===== config.mk =====
export PLATFORM = sky130hd
export DESIGN_NAME = usb_device_tx_packetizer_top
export DESIGN_NICKNAME = d
export VERILOG_FILES = /design/src/hw/rtl/usbtx_pkg.sv /design/src/hw/rtl/usbtx_front.sv /design/src/hw/rtl/usbtx_queue.sv /design/src/hw/rtl/usbtx_back.sv /design/src/hw/rtl/usb_device_tx_packetizer_top.sv
export SDC_FILE = /design/constraint.sdc
export NUM_CORES = 2
export LEC_CHECK = 0
export BUFFER_PORTS_ARGS = -buffer_cell sky130_fd_sc_hd__buf_4
export CAP_MARGIN = 30
export CORE_MARGIN = 3
export CORE_UTILIZATION = 40
export CTS_CLUSTER_SIZE = 20
export DETAILED_ROUTE_END_ITERATION = 8
export GPL_TIMING_DRIVEN = 0
export PLACE_DENSITY = 0.62
export SLEW_MARGIN = 20
export SYNTH_ARGS = -nofsm -noshare
export SYNTH_HDL_FRONTEND = slang
export SYNTH_SLANG_ARGS = --single-unit

===== constraint.sdc =====
create_clock -name clk -period 6.3 [get_ports clk]
set_input_delay 0.945 -clock clk [delete_from_list [all_inputs] [get_ports clk]]
set_output_delay 0.945 -clock clk [all_outputs]
set_load 0.05 [all_outputs]

===== src/hw/rtl/usbtx_pkg.sv =====
// Shared types, codes, constants and the CRC step of the USB transmit packetizer.
package usbtx_pkg;

  localparam int STORE_DEPTH_DEF   = 256;
  localparam int MAX_PACKET_DEF    = 8;
  localparam int NUM_ENDPOINTS_DEF = 16;

  localparam int QUEUE_DEPTH = 4;
  localparam int SIZE_W      = 7;   // packet size, up to 127 bytes
  localparam int OFFSET_W    = 9;   // transfer read offset
  localparam int LEN_W       = 18;  // signed remaining length and cap
  localparam int SUM_W       = 11;  // offset plus byte count

  localparam logic [2:0] OP_WRITE = 3'd0;
  localparam logic [2:0] OP_START = 3'd1;
  localparam logic [2:0] OP_SETUP = 3'd2;
  localparam logic [2:0] OP_OUT   = 3'd3;
  localparam logic [2:0] OP_DATA0 = 3'd4;
  localparam logic [2:0] OP_DATA1 = 3'd5;
  localparam logic [2:0] OP_ACK   = 3'd6;

  localparam logic [1:0] KIND_STATUS = 2'd0;
  localparam logic [1:0] KIND_BYTE   = 2'd1;
  localparam logic [1:0] KIND_FINISH = 2'd2;

  localparam logic [7:0]  PID_DATA0 = 8'hC3;
  localparam logic [7:0]  PID_DATA1 = 8'h4B;
  localparam logic [15:0] CRC_POLY  = 16'hA001;
  localparam logic [15:0] CRC_INIT  = 16'hFFFF;

  // One job from the front to the back: a store write, or a run of results.
  typedef struct packed {
    logic                is_write;
    logic [7:0]          wr_index;
    logic [7:0]          wr_byte;
    logic                has_status;
    logic                status_busy;
    logic                has_packet;
    logic                pid_one;
    logic [3:0]          ep;
    logic [SIZE_W-1:0]   size;
    logic [OFFSET_W-1:0] base;
    logic                has_finish;
    logic                finish_abort;
  } job_t;

  // Reflected CRC-16 over one byte, LSB first.
  function automatic logic [15:0] crc_byte(input logic [15:0] crc_in, input logic [7:0] b);
    logic [15:0] c;
    logic [7:0]  d;
    c = crc_in;
    d = b;
    for (int i = 0; i < 8; i++) begin
      if (c[0] ^ d[0]) c = (c >> 1) ^ CRC_POLY;
      else c = c >> 1;
      d = d >> 1;
    end
    return c;
  endfunction

endpackage


===== src/hw/rtl/usbtx_front.sv =====
// Front end: takes items, keeps transfer and toggle state, and classifies each item into a job.
module usbtx_front #(
  parameter int MAX_PACKET    = usbtx_pkg::MAX_PACKET_DEF,
  parameter int NUM_ENDPOINTS = usbtx_pkg::NUM_ENDPOINTS_DEF
) (
  input  logic              clk,
  input  logic              rst,
  input  logic              accept,
  input  logic [2:0]        op,
  input  logic [7:0]        buffer_index,
  input  logic [7:0]        byte_value,
  input  logic [3:0]        endpoint,
  input  logic [7:0]        transfer_length,
  input  logic [15:0]       transfer_max,
  input  logic [15:0]       token_word,
  input  logic              cfg_write,
  input  logic [6:0]        cfg_data,
  output logic              job_push,
  output usbtx_pkg::job_t   job
);

  localparam logic signed [usbtx_pkg::LEN_W-1:0] MAX_S = usbtx_pkg::LEN_W'(MAX_PACKET);
  localparam logic [usbtx_pkg::OFFSET_W-1:0] STEP = usbtx_pkg::OFFSET_W'(MAX_PACKET);

  logic [6:0]                           dev_addr;
  logic [NUM_ENDPOINTS-1:0]             toggle, toggle_next;
  logic [3:0]                           token_ep, token_ep_next;
  logic [3:0]                           send_ep, send_ep_next;
  logic signed [usbtx_pkg::LEN_W-1:0]   left, left_next, cap, cap_next;
  logic [usbtx_pkg::OFFSET_W-1:0]       offset, offset_next;
  logic                                 active, active_next;

  logic [NUM_ENDPOINTS-1:0]             ep_mask, cand_tog;
  logic signed [usbtx_pkg::LEN_W-1:0]   cand_left, cand_cap, lim;
  logic [usbtx_pkg::OFFSET_W-1:0]       cand_base;
  logic [3:0]                           cand_ep;
  logic                                 job_valid;

  // Decode the token endpoint into a toggle mask; endpoints past the set read zero.
  always_comb begin
    for (int e = 0; e < NUM_ENDPOINTS; e++) ep_mask[e] = (token_ep == 4'(e));
  end

  // Pick the figures for the next packet: fresh transfer or advance after ACK.
  always_comb begin
    if (op == usbtx_pkg::OP_START) begin
      cand_left = usbtx_pkg::LEN_W'(transfer_length);
      cand_cap  = usbtx_pkg::LEN_W'(transfer_max);
      cand_base = '0;
      cand_ep   = endpoint;
      cand_tog  = toggle;
    end else begin
      cand_left = left - MAX_S;
      cand_cap  = cap - MAX_S;
      cand_base = offset + STEP;
      cand_ep   = send_ep;
      cand_tog  = toggle ^ ep_mask;
    end
    lim = (cand_left > MAX_S) ? MAX_S : cand_left;
    if (lim > cand_cap) lim = cand_cap;
  end

  // Classify the item and work out the next state.
  always_comb begin
    logic prep;
    prep          = 1'b0;
    toggle_next   = toggle;
    token_ep_next = token_ep;
    send_ep_next  = send_ep;
    left_next     = left;
    cap_next      = cap;
    offset_next   = offset;
    active_next   = active;
    job           = '0;
    job_valid     = 1'b0;
    case (op)
      usbtx_pkg::OP_WRITE: begin
        job.is_write = 1'b1;
        job.wr_index = buffer_index;
        job.wr_byte  = byte_value;
        job_valid    = 1'b1;
      end
      usbtx_pkg::OP_START: begin
        job_valid      = 1'b1;
        job.has_status = 1'b1;
        if (active || dev_addr == 7'd0) job.status_busy = 1'b1;
        else prep = 1'b1;
      end
      usbtx_pkg::OP_SETUP: begin
        token_ep_next = token_word[10:7];
        if (active) begin
          job_valid        = 1'b1;
          job.has_finish   = 1'b1;
          job.finish_abort = 1'b1;
        end
        active_next = 1'b0;
        left_next   = '0;
        cap_next    = '0;
        offset_next = '0;
      end
      usbtx_pkg::OP_OUT:   token_ep_next = token_word[10:7];
      usbtx_pkg::OP_DATA0: toggle_next = toggle | ep_mask;
      usbtx_pkg::OP_DATA1: toggle_next = toggle & ~ep_mask;
      usbtx_pkg::OP_ACK: begin
        toggle_next = toggle ^ ep_mask;
        prep        = active;
      end
      default: ;
    endcase

    // Prepare the next packet, or close the transfer.
    if (prep) begin
      job_valid = 1'b1;
      if (cand_left < 0 || cand_cap < 0 ||
          ((cand_left == 0 || cand_cap == 0) && cand_ep != 4'd0)) begin
        job.has_finish = 1'b1;
        active_next    = 1'b0;
        left_next      = '0;
        cap_next       = '0;
        offset_next    = '0;
      end else begin
        job.has_packet = 1'b1;
        job.pid_one    = |(cand_tog & ep_mask);
        job.ep         = cand_ep;
        job.base       = cand_base;
        job.size       = (cand_left == 0 || cand_cap == 0) ? '0 : usbtx_pkg::SIZE_W'(lim);
        active_next    = 1'b1;
        send_ep_next   = cand_ep;
        left_next      = cand_left;
        cap_next       = cand_cap;
        offset_next    = cand_base;
      end
    end
  end

  assign job_push = accept && job_valid;

  // Hold state; load the address on a config write, advance the rest only on an accepted word.
  always_ff @(posedge clk) begin
    if (rst) begin
      dev_addr <= '0;
      toggle   <= '0;
      token_ep <= '0;
      send_ep  <= '0;
      left     <= '0;
      cap      <= '0;
      offset   <= '0;
      active   <= 1'b0;
    end else begin
      if (cfg_write) dev_addr <= cfg_data;
      if (accept) begin
        toggle   <= toggle_next;
        token_ep <= token_ep_next;
        send_ep  <= send_ep_next;
        left     <= left_next;
        cap      <= cap_next;
        offset   <= offset_next;
        active   <= active_next;
      end
    end
  end

endmodule


===== src/hw/rtl/usbtx_queue.sv =====
// Short job queue between the front and back ends.
module usbtx_queue (
  input  logic              clk,
  input  logic              rst,
  input  logic              push,
  input  usbtx_pkg::job_t   push_job,
  output logic              full,
  input  logic              pop,
  output logic              q_empty,
  output usbtx_pkg::job_t   head
);

  localparam int PTR_W = $clog2(usbtx_pkg::QUEUE_DEPTH);

  usbtx_pkg::job_t  slots [usbtx_pkg::QUEUE_DEPTH];
  logic [PTR_W-1:0] wr_ptr, rd_ptr;
  logic [PTR_W:0]   count;

  assign full    = (count == (PTR_W + 1)'(usbtx_pkg::QUEUE_DEPTH));
  assign q_empty = (count == '0);
  assign head    = slots[rd_ptr];

  // Store pushed jobs.
  always_ff @(posedge clk) begin
    if (push) slots[wr_ptr] <= push_job;
  end

  // Advance pointers and count.
  always_ff @(posedge clk) begin
    if (rst) begin
      wr_ptr <= '0;
      rd_ptr <= '0;
      count  <= '0;
    end else begin
      if (push) wr_ptr <= wr_ptr + 1'b1;
      if (pop)  rd_ptr <= rd_ptr + 1'b1;
      if (push && !pop) count <= count + 1'b1;
      else if (pop && !push) count <= count - 1'b1;
    end
  end

endmodule


===== src/hw/rtl/usbtx_back.sv =====
// Back end: owns the payload store and plays jobs out as result words with CRC.
module usbtx_back #(
  parameter int STORE_DEPTH = usbtx_pkg::STORE_DEPTH_DEF
) (
  input  logic              clk,
  input  logic              rst,
  input  logic              job_valid,
  input  usbtx_pkg::job_t   job,
  output logic              job_pop,
  output logic              empty,
  input  logic              pop,
  output logic [1:0]        kind,
  output logic              status,
  output logic [7:0]        tx_byte,
  output logic [3:0]        tx_endpoint,
  output logic              last
);

  localparam int AW = $clog2(STORE_DEPTH);

  localparam logic [2:0] S_IDLE = 3'd0;
  localparam logic [2:0] S_STAT = 3'd1;
  localparam logic [2:0] S_PID  = 3'd2;
  localparam logic [2:0] S_READ = 3'd3;
  localparam logic [2:0] S_DATA = 3'd4;
  localparam logic [2:0] S_CRCL = 3'd5;
  localparam logic [2:0] S_CRCH = 3'd6;
  localparam logic [2:0] S_FIN  = 3'd7;

  logic [7:0]                   mem [STORE_DEPTH];
  logic [7:0]                   rdata;
  logic [2:0]                   state, state_next;
  usbtx_pkg::job_t              cur;
  logic [usbtx_pkg::SIZE_W-1:0] cnt, cnt_next;
  logic [15:0]                  crc, crc_next;
  logic                         out_valid, emit_ok, emit, load, mem_we, rd_en;
  logic [1:0]                   e_kind;
  logic                         e_status, e_last;
  logic [7:0]                   e_byte;
  logic [usbtx_pkg::SUM_W-1:0]  rd_sum;
  logic [AW-1:0]                rd_addr, wr_addr;

  assign emit_ok = !out_valid || pop;
  assign empty   = !out_valid;
  assign rd_sum  = usbtx_pkg::SUM_W'(cur.base) + usbtx_pkg::SUM_W'(cnt);
  assign rd_addr = AW'(rd_sum);
  assign wr_addr = AW'(job.wr_index);

  // Sequence the words of one job.
  always_comb begin
    state_next = state;
    cnt_next   = cnt;
    crc_next   = crc;
    job_pop    = 1'b0;
    load       = 1'b0;
    mem_we     = 1'b0;
    rd_en      = 1'b0;
    emit       = 1'b0;
    e_kind     = usbtx_pkg::KIND_BYTE;
    e_status   = 1'b0;
    e_byte     = '0;
    e_last     = 1'b0;
    case (state)
      S_IDLE: begin
        if (job_valid) begin
          job_pop = 1'b1;
          if (job.is_write) begin
            mem_we = 1'b1;
          end else begin
            load     = 1'b1;
            cnt_next = '0;
            crc_next = usbtx_pkg::CRC_INIT;
            if (job.has_status) state_next = S_STAT;
            else if (job.has_packet) state_next = S_PID;
            else state_next = S_FIN;
          end
        end
      end
      S_STAT: begin
        if (emit_ok) begin
          emit     = 1'b1;
          e_kind   = usbtx_pkg::KIND_STATUS;
          e_status = cur.status_busy;
          e_last   = !cur.has_packet && !cur.has_finish;
          if (cur.has_packet) state_next = S_PID;
          else if (cur.has_finish) state_next = S_FIN;
          else state_next = S_IDLE;
        end
      end
      S_PID: begin
        if (emit_ok) begin
          emit       = 1'b1;
          e_byte     = cur.pid_one ? usbtx_pkg::PID_DATA1 : usbtx_pkg::PID_DATA0;
          state_next = (cur.size == '0) ? S_CRCL : S_READ;
        end
      end
      S_READ: begin
        rd_en      = 1'b1;
        state_next = S_DATA;
      end
      S_DATA: begin
        if (emit_ok) begin
          emit       = 1'b1;
          e_byte     = rdata;
          crc_next   = usbtx_pkg::crc_byte(crc, rdata);
          cnt_next   = cnt + 1'b1;
          state_next = (cnt_next == cur.size) ? S_CRCL : S_READ;
        end
      end
      S_CRCL: begin
        if (emit_ok) begin
          emit       = 1'b1;
          e_byte     = ~crc[7:0];
          state_next = S_CRCH;
        end
      end
      S_CRCH: begin
        if (emit_ok) begin
          emit       = 1'b1;
          e_byte     = ~crc[15:8];
          e_last     = 1'b1;
          state_next = S_IDLE;
        end
      end
      S_FIN: begin
        if (emit_ok) begin
          emit       = 1'b1;
          e_kind     = usbtx_pkg::KIND_FINISH;
          e_status   = cur.finish_abort;
          e_last     = 1'b1;
          state_next = S_IDLE;
        end
      end
      default: state_next = S_IDLE;
    endcase
  end

  // Write the store and register the read word.
  always_ff @(posedge clk) begin
    if (mem_we) mem[wr_addr] <= job.wr_byte;
    if (rd_en) rdata <= mem[rd_addr];
  end

  // Hold the current job and the running CRC.
  always_ff @(posedge clk) begin
    if (load) cur <= job;
    cnt <= cnt_next;
    crc <= crc_next;
  end

  // Advance the sequencer.
  always_ff @(posedge clk) begin
    if (rst) state <= S_IDLE;
    else state <= state_next;
  end

  // Output register: hold a word until popped.
  always_ff @(posedge clk) begin
    if (rst) out_valid <= 1'b0;
    else if (emit) out_valid <= 1'b1;
    else if (pop) out_valid <= 1'b0;
  end

  always_ff @(posedge clk) begin
    if (emit) begin
      kind        <= e_kind;
      status      <= e_status;
      tx_byte     <= e_byte;
      tx_endpoint <= (e_kind == usbtx_pkg::KIND_BYTE) ? cur.ep : 4'd0;
      last        <= e_last;
    end
  end

endmodule


===== src/hw/rtl/usb_device_tx_packetizer_top.sv =====
// Top level of the USB device transmit packetizer.
//
//   channel  | handshake             | words
//   ---------+-----------------------+---------------------------------------------
//   input    | push / full           | op, buffer_index, byte_value, endpoint, ...
//   result   | pop / empty           | kind, status, tx_byte, tx_endpoint, last
//   config   | cfg_valid / cfg_ready | device_address
//
// The front end takes one input word per cycle while the four-entry job queue has room.
// The back end fetches a job from the queue and emits its status, PID, data, CRC and notice
// words in order, each data byte after a registered store read, and fetches no new job until
// the current one is done. Store writes go through the same queue and keep their order.
// Reset is synchronous; the payload store is not cleared. A stalled result holds the
// back end, and the front end keeps taking words until the queue fills.
module usb_device_tx_packetizer_top #(
  parameter int STORE_DEPTH   = usbtx_pkg::STORE_DEPTH_DEF,
  parameter int MAX_PACKET    = usbtx_pkg::MAX_PACKET_DEF,
  parameter int NUM_ENDPOINTS = usbtx_pkg::NUM_ENDPOINTS_DEF
) (
  input  logic        clk,
  input  logic        rst,
  input  logic        push,
  output logic        full,
  input  logic [2:0]  op,
  input  logic [7:0]  buffer_index,
  input  logic [7:0]  byte_value,
  input  logic [3:0]  endpoint,
  input  logic [7:0]  transfer_length,
  input  logic [15:0] transfer_max,
  input  logic [15:0] token_word,
  output logic        empty,
  input  logic        pop,
  output logic [1:0]  kind,
  output logic        status,
  output logic [7:0]  tx_byte,
  output logic [3:0]  tx_endpoint,
  output logic        last,
  input  logic        cfg_valid,
  output logic        cfg_ready,
  input  logic [6:0]  device_address
);

  usbtx_pkg::job_t push_job, head;
  logic            job_push, q_empty, job_pop;

  assign cfg_ready = 1'b1;

  usbtx_front #(
    .MAX_PACKET    (MAX_PACKET),
    .NUM_ENDPOINTS (NUM_ENDPOINTS)
  ) u_front (
    .clk             (clk),
    .rst             (rst),
    .accept          (push && !full),
    .op              (op),
    .buffer_index    (buffer_index),
    .byte_value      (byte_value),
    .endpoint        (endpoint),
    .transfer_length (transfer_length),
    .transfer_max    (transfer_max),
    .token_word      (token_word),
    .cfg_write       (cfg_valid && cfg_ready),
    .cfg_data        (device_address),
    .job_push        (job_push),
    .job             (push_job)
  );

  usbtx_queue u_queue (
    .clk      (clk),
    .rst      (rst),
    .push     (job_push),
    .push_job (push_job),
    .full     (full),
    .pop      (job_pop),
    .q_empty  (q_empty),
    .head     (head)
  );

  usbtx_back #(
    .STORE_DEPTH (STORE_DEPTH)
  ) u_back (
    .clk         (clk),
    .rst         (rst),
    .job_valid   (!q_empty),
    .job         (head),
    .job_pop     (job_pop),
    .empty       (empty),
    .pop         (pop),
    .kind        (kind),
    .status      (status),
    .tx_byte     (tx_byte),
    .tx_endpoint (tx_endpoint),
    .last        (last)
  );

endmodule


; ---- Word level (Yosys, flattened, before mapping)
; Memories as Yosys holds them, arrays and structs flattened. A register that Yosys moved wholly into a read port is not among the register bits.
; Cells that the tools add are included.
[totals]
register_bits = 151
ram_bits = 2220
inputBits = 75
output_inout_bits = 19
wordCells = 259
memories = 2
[mem_list]
columns = memory, depth, word_bits, rd, rd_ports_with_merged_regs, write_ports, line
row1 = u_back.mem, 256, 8, 1, 1, 1, usbtx_back.sv:30  ; logic [7:0] mem [STORE_DEPTH];
row2 = u_queue.slots, 4, 43, 1, 1, 1, usbtx_queue.sv:15  ; usbtx_pkg::job_t slots [usbtx_pkg::QUEUE_DEPTH];
[op_classes]
addsub = 9
magnitude_cmp = 4
n_eq_ne = 38
n_mux = 112
bitwise = 24
reduce_logical = 42
[op_table]
columns = operator, count
row1 = two-way mux 16 bit, 26
row2 = two-way mux 18 bit, 8
row3 = logical NOT 32 bit, 2
row4 = case mux 16 bit (3 select lines), 1
row5 = two-way mux 3 bit, 15
row6 = two-way mux 8 bit, 5
row7 = "< comparator 18 x 1 -> 1 bit, second input constant", 2
row8 = two-way mux 9 bit, 4
row9 = "subtractor 18 x 5 -> 18 bit, second input constant", 2
row10 = two-way mux 7 bit, 5
row11 = bitwise AND 16 bit, 2
row12 = "== test 4 bit, second input constant", 8
row13 = case mux 16 bit (2 select lines), 1
row14 = case mux 8 bit (4 select lines), 1
row15 = two-way mux 1 bit, 29
row16 = "== test 3 bit, second input constant", 8
row17 = NOT 2 -> 3 bit, 8
row18 = two-way mux 23 bit, 1
row19 = two-way mux 22 bit, 1
row20 = case mux 3 bit (7 select lines), 1
row21 = greater-than comparator 18 bit, 1
row22 = "greater-than comparator 18 x 5 -> 1 bit, second input constant", 1
row23 = two-way mux 17 bit, 1
row24 = "== test 4 x 3 -> 1 bit, second input constant", 4
row25 = other kinds (41), 92

; ---- Longest topological paths before layout
[logic_depth]
depth_word = 32
ltp_mapped = 22
depth_no_buf = 19

; ---- Cells and area by module
; From an unflattened synthesis, not the netlist that was laid out.
[unflattened]
hier_cells = 5289
area_unflattened_um2 = 95887.0
[modules_own_cells]
columns = mod, instances, cells_each, area_per_inst_um2, seq_area_each_um2
row1 = usbtx_back, 1, 4207, 83148.5, 63711.1
row2 = usbtx_queue, 1, 269, 6688.9, 5345.1
row3 = usbtx_front, 1, 809, 6020.8, 1541.5
row4 = usb_device_tx_packetizer_top, 1, 4, 28.8, 0.0

; ---- Least setup slack after synthesis
; No wires, ideal clock.
[synth_path]
path_kind = reg-to-reg
from = reg u_front.left[3] (netlist name)
to = mem u_queue.slots[0][14] (netlist name) (data pin)
setup_time_ps = 218
arrival_time_ps = 5000
t_required_ps = 6082
path_slack_ps = 1082
path_stages_with_launch = 22
path_buffers = 3
synth_period_minus_slack_ps = 5218
cell_sequence = dfxtp_1 clkbuf_1 inv_1 ha_1 clkbuf_1 or3b_2 nor4_1 xor2_1 a2111oi_2 o211ai_2 and2_1 buf_2 or2_2 ha_1 a21o_1 a21o_1 a221oi_1 o21ai_0 a21oi_1 a311oi_1 nor3_1 a211oi_1
[synth_rtl]
columns = item, line
row1 = from (decl), usbtx_front.sv:29  ; logic signed [usbtx_pkg::LEN_W-1:0] left, left_next, cap, cap_next;
row2 = from (signal assigned), usbtx_front.sv:155  ; left <= left_next;
row3 = to (decl), usbtx_queue.sv:15

; ---- Worst setup path in the final report
[layout_path]
from = reg u_back.cnt[0] (netlist name)
to = reg u_back.rdata[4], read port of u_back.mem (data pin)
[layout_via]
elab_chain_len = 1
[layout_lines]
columns = item, line
row1 = from (decl), usbtx_back.sv:34  ; logic [usbtx_pkg::SIZE_W-1:0] cnt, cnt_next;
row2 = from (signal assigned), usbtx_back.sv:147  ; cnt <= cnt_next;
row3 = adder 8 x 7 -> 8 bit, usbtx_back.sv:45  ; assign rd_sum = usbtx_pkg::SUM_W'(cur.base) + usbtx_pkg::SUM_W'(cnt);
row4 = to (decl), usbtx_back.sv:31  ; logic [7:0] rdata;
; Every way passes these cells.
; A chain may end at the register's enable or synchronous reset.

==> run metrics <==
Cell Pwr Density approximately 500 nW/um^2; vias in the first global route 48600; Post-Syn Instances around 4600; R2R Setup Slk roughly 80 ps; Avg WL per Cell ~29 um; max cap viols 0; worst reg2reg path depth 10; crit path launch type flop; grt ovf 0; clock slew at reported path FFs approximately 60 ps; R2R Path End u_back.rdata[4]; multi-input logic area between 20000 and 25000 um^2; Tightest Hold Check Type input pin to flop; clk root buf clkbuf_16; CTS Hold Bufs 0; area post-placement around 100000 um^2; design area 109000 um^2; most frequent cells in the layout edfxtp_1 (2287), mux4_2 (706), nor2_1 (383), clkbuf_16 (225), clkbuf_1 (206); # fillers between 15000 and 20000; number of buffer cells added on primary ports 78; Top FF cell, synth edfxtp_1; final setup margin between 70 and 80 ps; syn_nets about 4700; Seq. cell area 70500 um^2; Synth area leaders edfxtp_1 (72%), mux4_2 (17%), dfxtp_1 (1.9%); Finished Layout Cells about 8400; Yosys top cell area share 72.4%; total wire length 245000 um; post-synth top area cell edfxtp_1; register area share after synthesis around 74%; FP Rows 178; Worst Hold End u_front.token_ep[1]; Hold Crit Start token_word[8]; CP required 6810 ps; Vias 48000; status complete, no violations; fin crit period between 6000 and 7000 ps; highest clock rate 161 MHz; #FFs+latches synth about 2400; utilization after layout between 40% and 50%; number of buffers created by CTS around 220; total power roughly 0.053 W; pin count of the biggest net entering global routing 77; crit path kind flop to flop; die area ~240000 um^2; critical path data arrival time slightly below 7000 ps; syn_area_per_cell 20.6 um^2; CP Capture Type flop; drt via density around 5.7; fin crit share a little under 100%; fin nets 5182; Ports 94; crit-path max FO 10; CTS sink cnt ~2400; die height slightly below 500 um; worst-margin pin slew approximately 1000 ps; Inst Count DP between 7000 and 8000; Post-synth ARST share 0%; EDFF count, synth about 2300; first-pass GRT wire length approximately 350000 um; Total GRT Usage around 20%; antenna-violating nets left 0; worst setup skew after layout about 57 ps; Die Span X roughly 490 um; Slew Limit Headroom between 30% and 40%; worst r2r src u_back.cnt[0]; total core area approximately 240000 um^2; Peak VDD IR ~0.34 mV; Final GP Congestion between 0.8 and 0.9; initial antenna violation count 7; setup violators final 0; Starting Density about 40%; DP Worst Slack -27.0 ps; Hold Crit Depth 3; most common cell after layout, fill and taps aside edfxtp_1; RSZ-0062 raised after global routing false; Clock Tree Buf Depth 3; latest clock arrival within the worst-skew pair 880 ps; detailed placer's ending HPWL 169000 um; Initial DRC Count roughly 5600; Synth Warn # 0; Slew Limit Fails 0; Final Hold Viols 0; Leakage Power around 34 nW; Synth cell types a little over 80; Post-Syn Area roughly 95000 um^2; postcts setup bufs 0; share of cells above drive strength 1 25.4%; area delta synth->final 15.0%; DRT Pass-1 Iters 5; CTS tree yes; DRC viols 0; H-tree depth 4
[kinds of logic (layout without fill, tap and decap cells)]
| kind of cell | Yosys count | in the layout | share of synthesized area [%] |
|---|---|---|---|
| multiplexers | 790 | 790 | 17.7 |
| other | 1 | 4 | 0.00395 |
| flip-flops | 2376 | 2376 | 74.2 |
| AO/OA/AOI/OAI | 215 | 215 | 1.46 |
| XOR/XNOR | 61 | 61 | 0.606 |
| buffers and inverters | 316 | 952 | 1.31 |
| adder cells (fa/ha/maj) | 68 | 68 | 0.912 |
| AND/OR/NAND/NOR | 770 | 770 | 3.72 |
[cell type report]
class / instances / share of cell area [%]
tap: 3150 / 3.61
antenna: 3 / 0.00688
sequential: 2376 / 64.6
multi-input combinational: 1905 / 21.4
clock buffer: 279 / 5.36
inverter: 58 / 0.201
clock inverter: 141 / 1.36
buffer: 258 / 0.985
timing repair buffer: 216 / 2.53
[critical path, stage by stage, from the launching register on]
cell	delay, ps
edfxtp_1	510
ha_1	280
fa_1	480
clkbuf_1	590
clkdlybuf4s15_1	850
buf_1	810
mux4_2	440
mux4_2	470
mux4_2	530
mux2i_1	580
mux2i_1	320
[Yosys cell counts, types with 41 or more instances]
cell type / count
a21oi_1: 52
buf_1: 60
clkbuf_1: 183
dfxtp_1: 89
edfxtp_1: 2287
ha_1: 66
inv_1: 57
mux2i_1: 76
mux4_2: 714
nand2_1: 134
nor2_1: 385
nor3_1: 41
o21ai_0: 69
[registers in the layout, indices dropped and copies added (netlist names), 2 cells and up, named ones only]
signal	cells
u_back.cnt	7
u_back.crc	16
u_back.cur	24
u_back.kind	2
u_back.mem	2048
u_back.rdata	8
u_back.state	3
u_back.tx_byte	8
u_back.tx_endpoint	4
u_front.cap	18
u_front.dev_addr	7
u_front.left	18
u_front.offset	8
u_front.send_ep	4
u_front.toggle	16
u_front.token_ep	4
u_queue.count	3
u_queue.rd_ptr	2
u_queue.slots	168
u_queue.wr_ptr	2
[how the worst max path moves through the flow]
stage | start | end | slack [ps] | depth (start not counted)
after floorplan | u_front.left[3] | u_queue.slots[0][14] | 1080 | 21
after global placement | flop | u_back.mem[144][2] | -870 | 4
after detailed placement | op[0] | u_queue.slots[0][11] | -30 | 18
after CTS | u_back.cnt[0] | u_back.rdata[3] | 190 | 10
after global routing | u_back.cnt[0] | u_back.rdata[3] | 1 | 10
final | u_back.cnt[0] | u_back.rdata[4] | 80 | 10
[per-stage QoR]
stage	hold WS (ps)	setup TNS [ps]
after floorplan	425	0
after global placement	439	-1410060
after detailed placement	446	-140
after CTS	236	0
after global routing	273	0
final	311	0
[routing by layer]
layer  routed length (um)  part of all wire, %  global-route usage [%]  vias to the layer above
met5                   17               0.0069                       0                        -
met4                 7150                  2.9                    5.79                        2
met3                21100                  8.6                    4.40                      322
met2               115000                   47                    31.3                     2093
met1               102000                   42                    28.4                    25700
li1                     -                    -                       -                    19900
[power by group]
part | total, W | internal (W) | switching (W)
sequential | 0.0191 | 0.0189 | 0.000155
clock | 0.0135 | 0.00752 | 0.00594
combinational | 0.0208 | 0.00857 | 0.0122
total | 0.0533 | 0.0350 | 0.0183
[timing repair]
action,CTS,global route
hold endpoints to repair,0,0
gates resized for setup,0,8
setup endpoints to repair,0,17
Note: power is estimated with default switching activity, not from simulation.
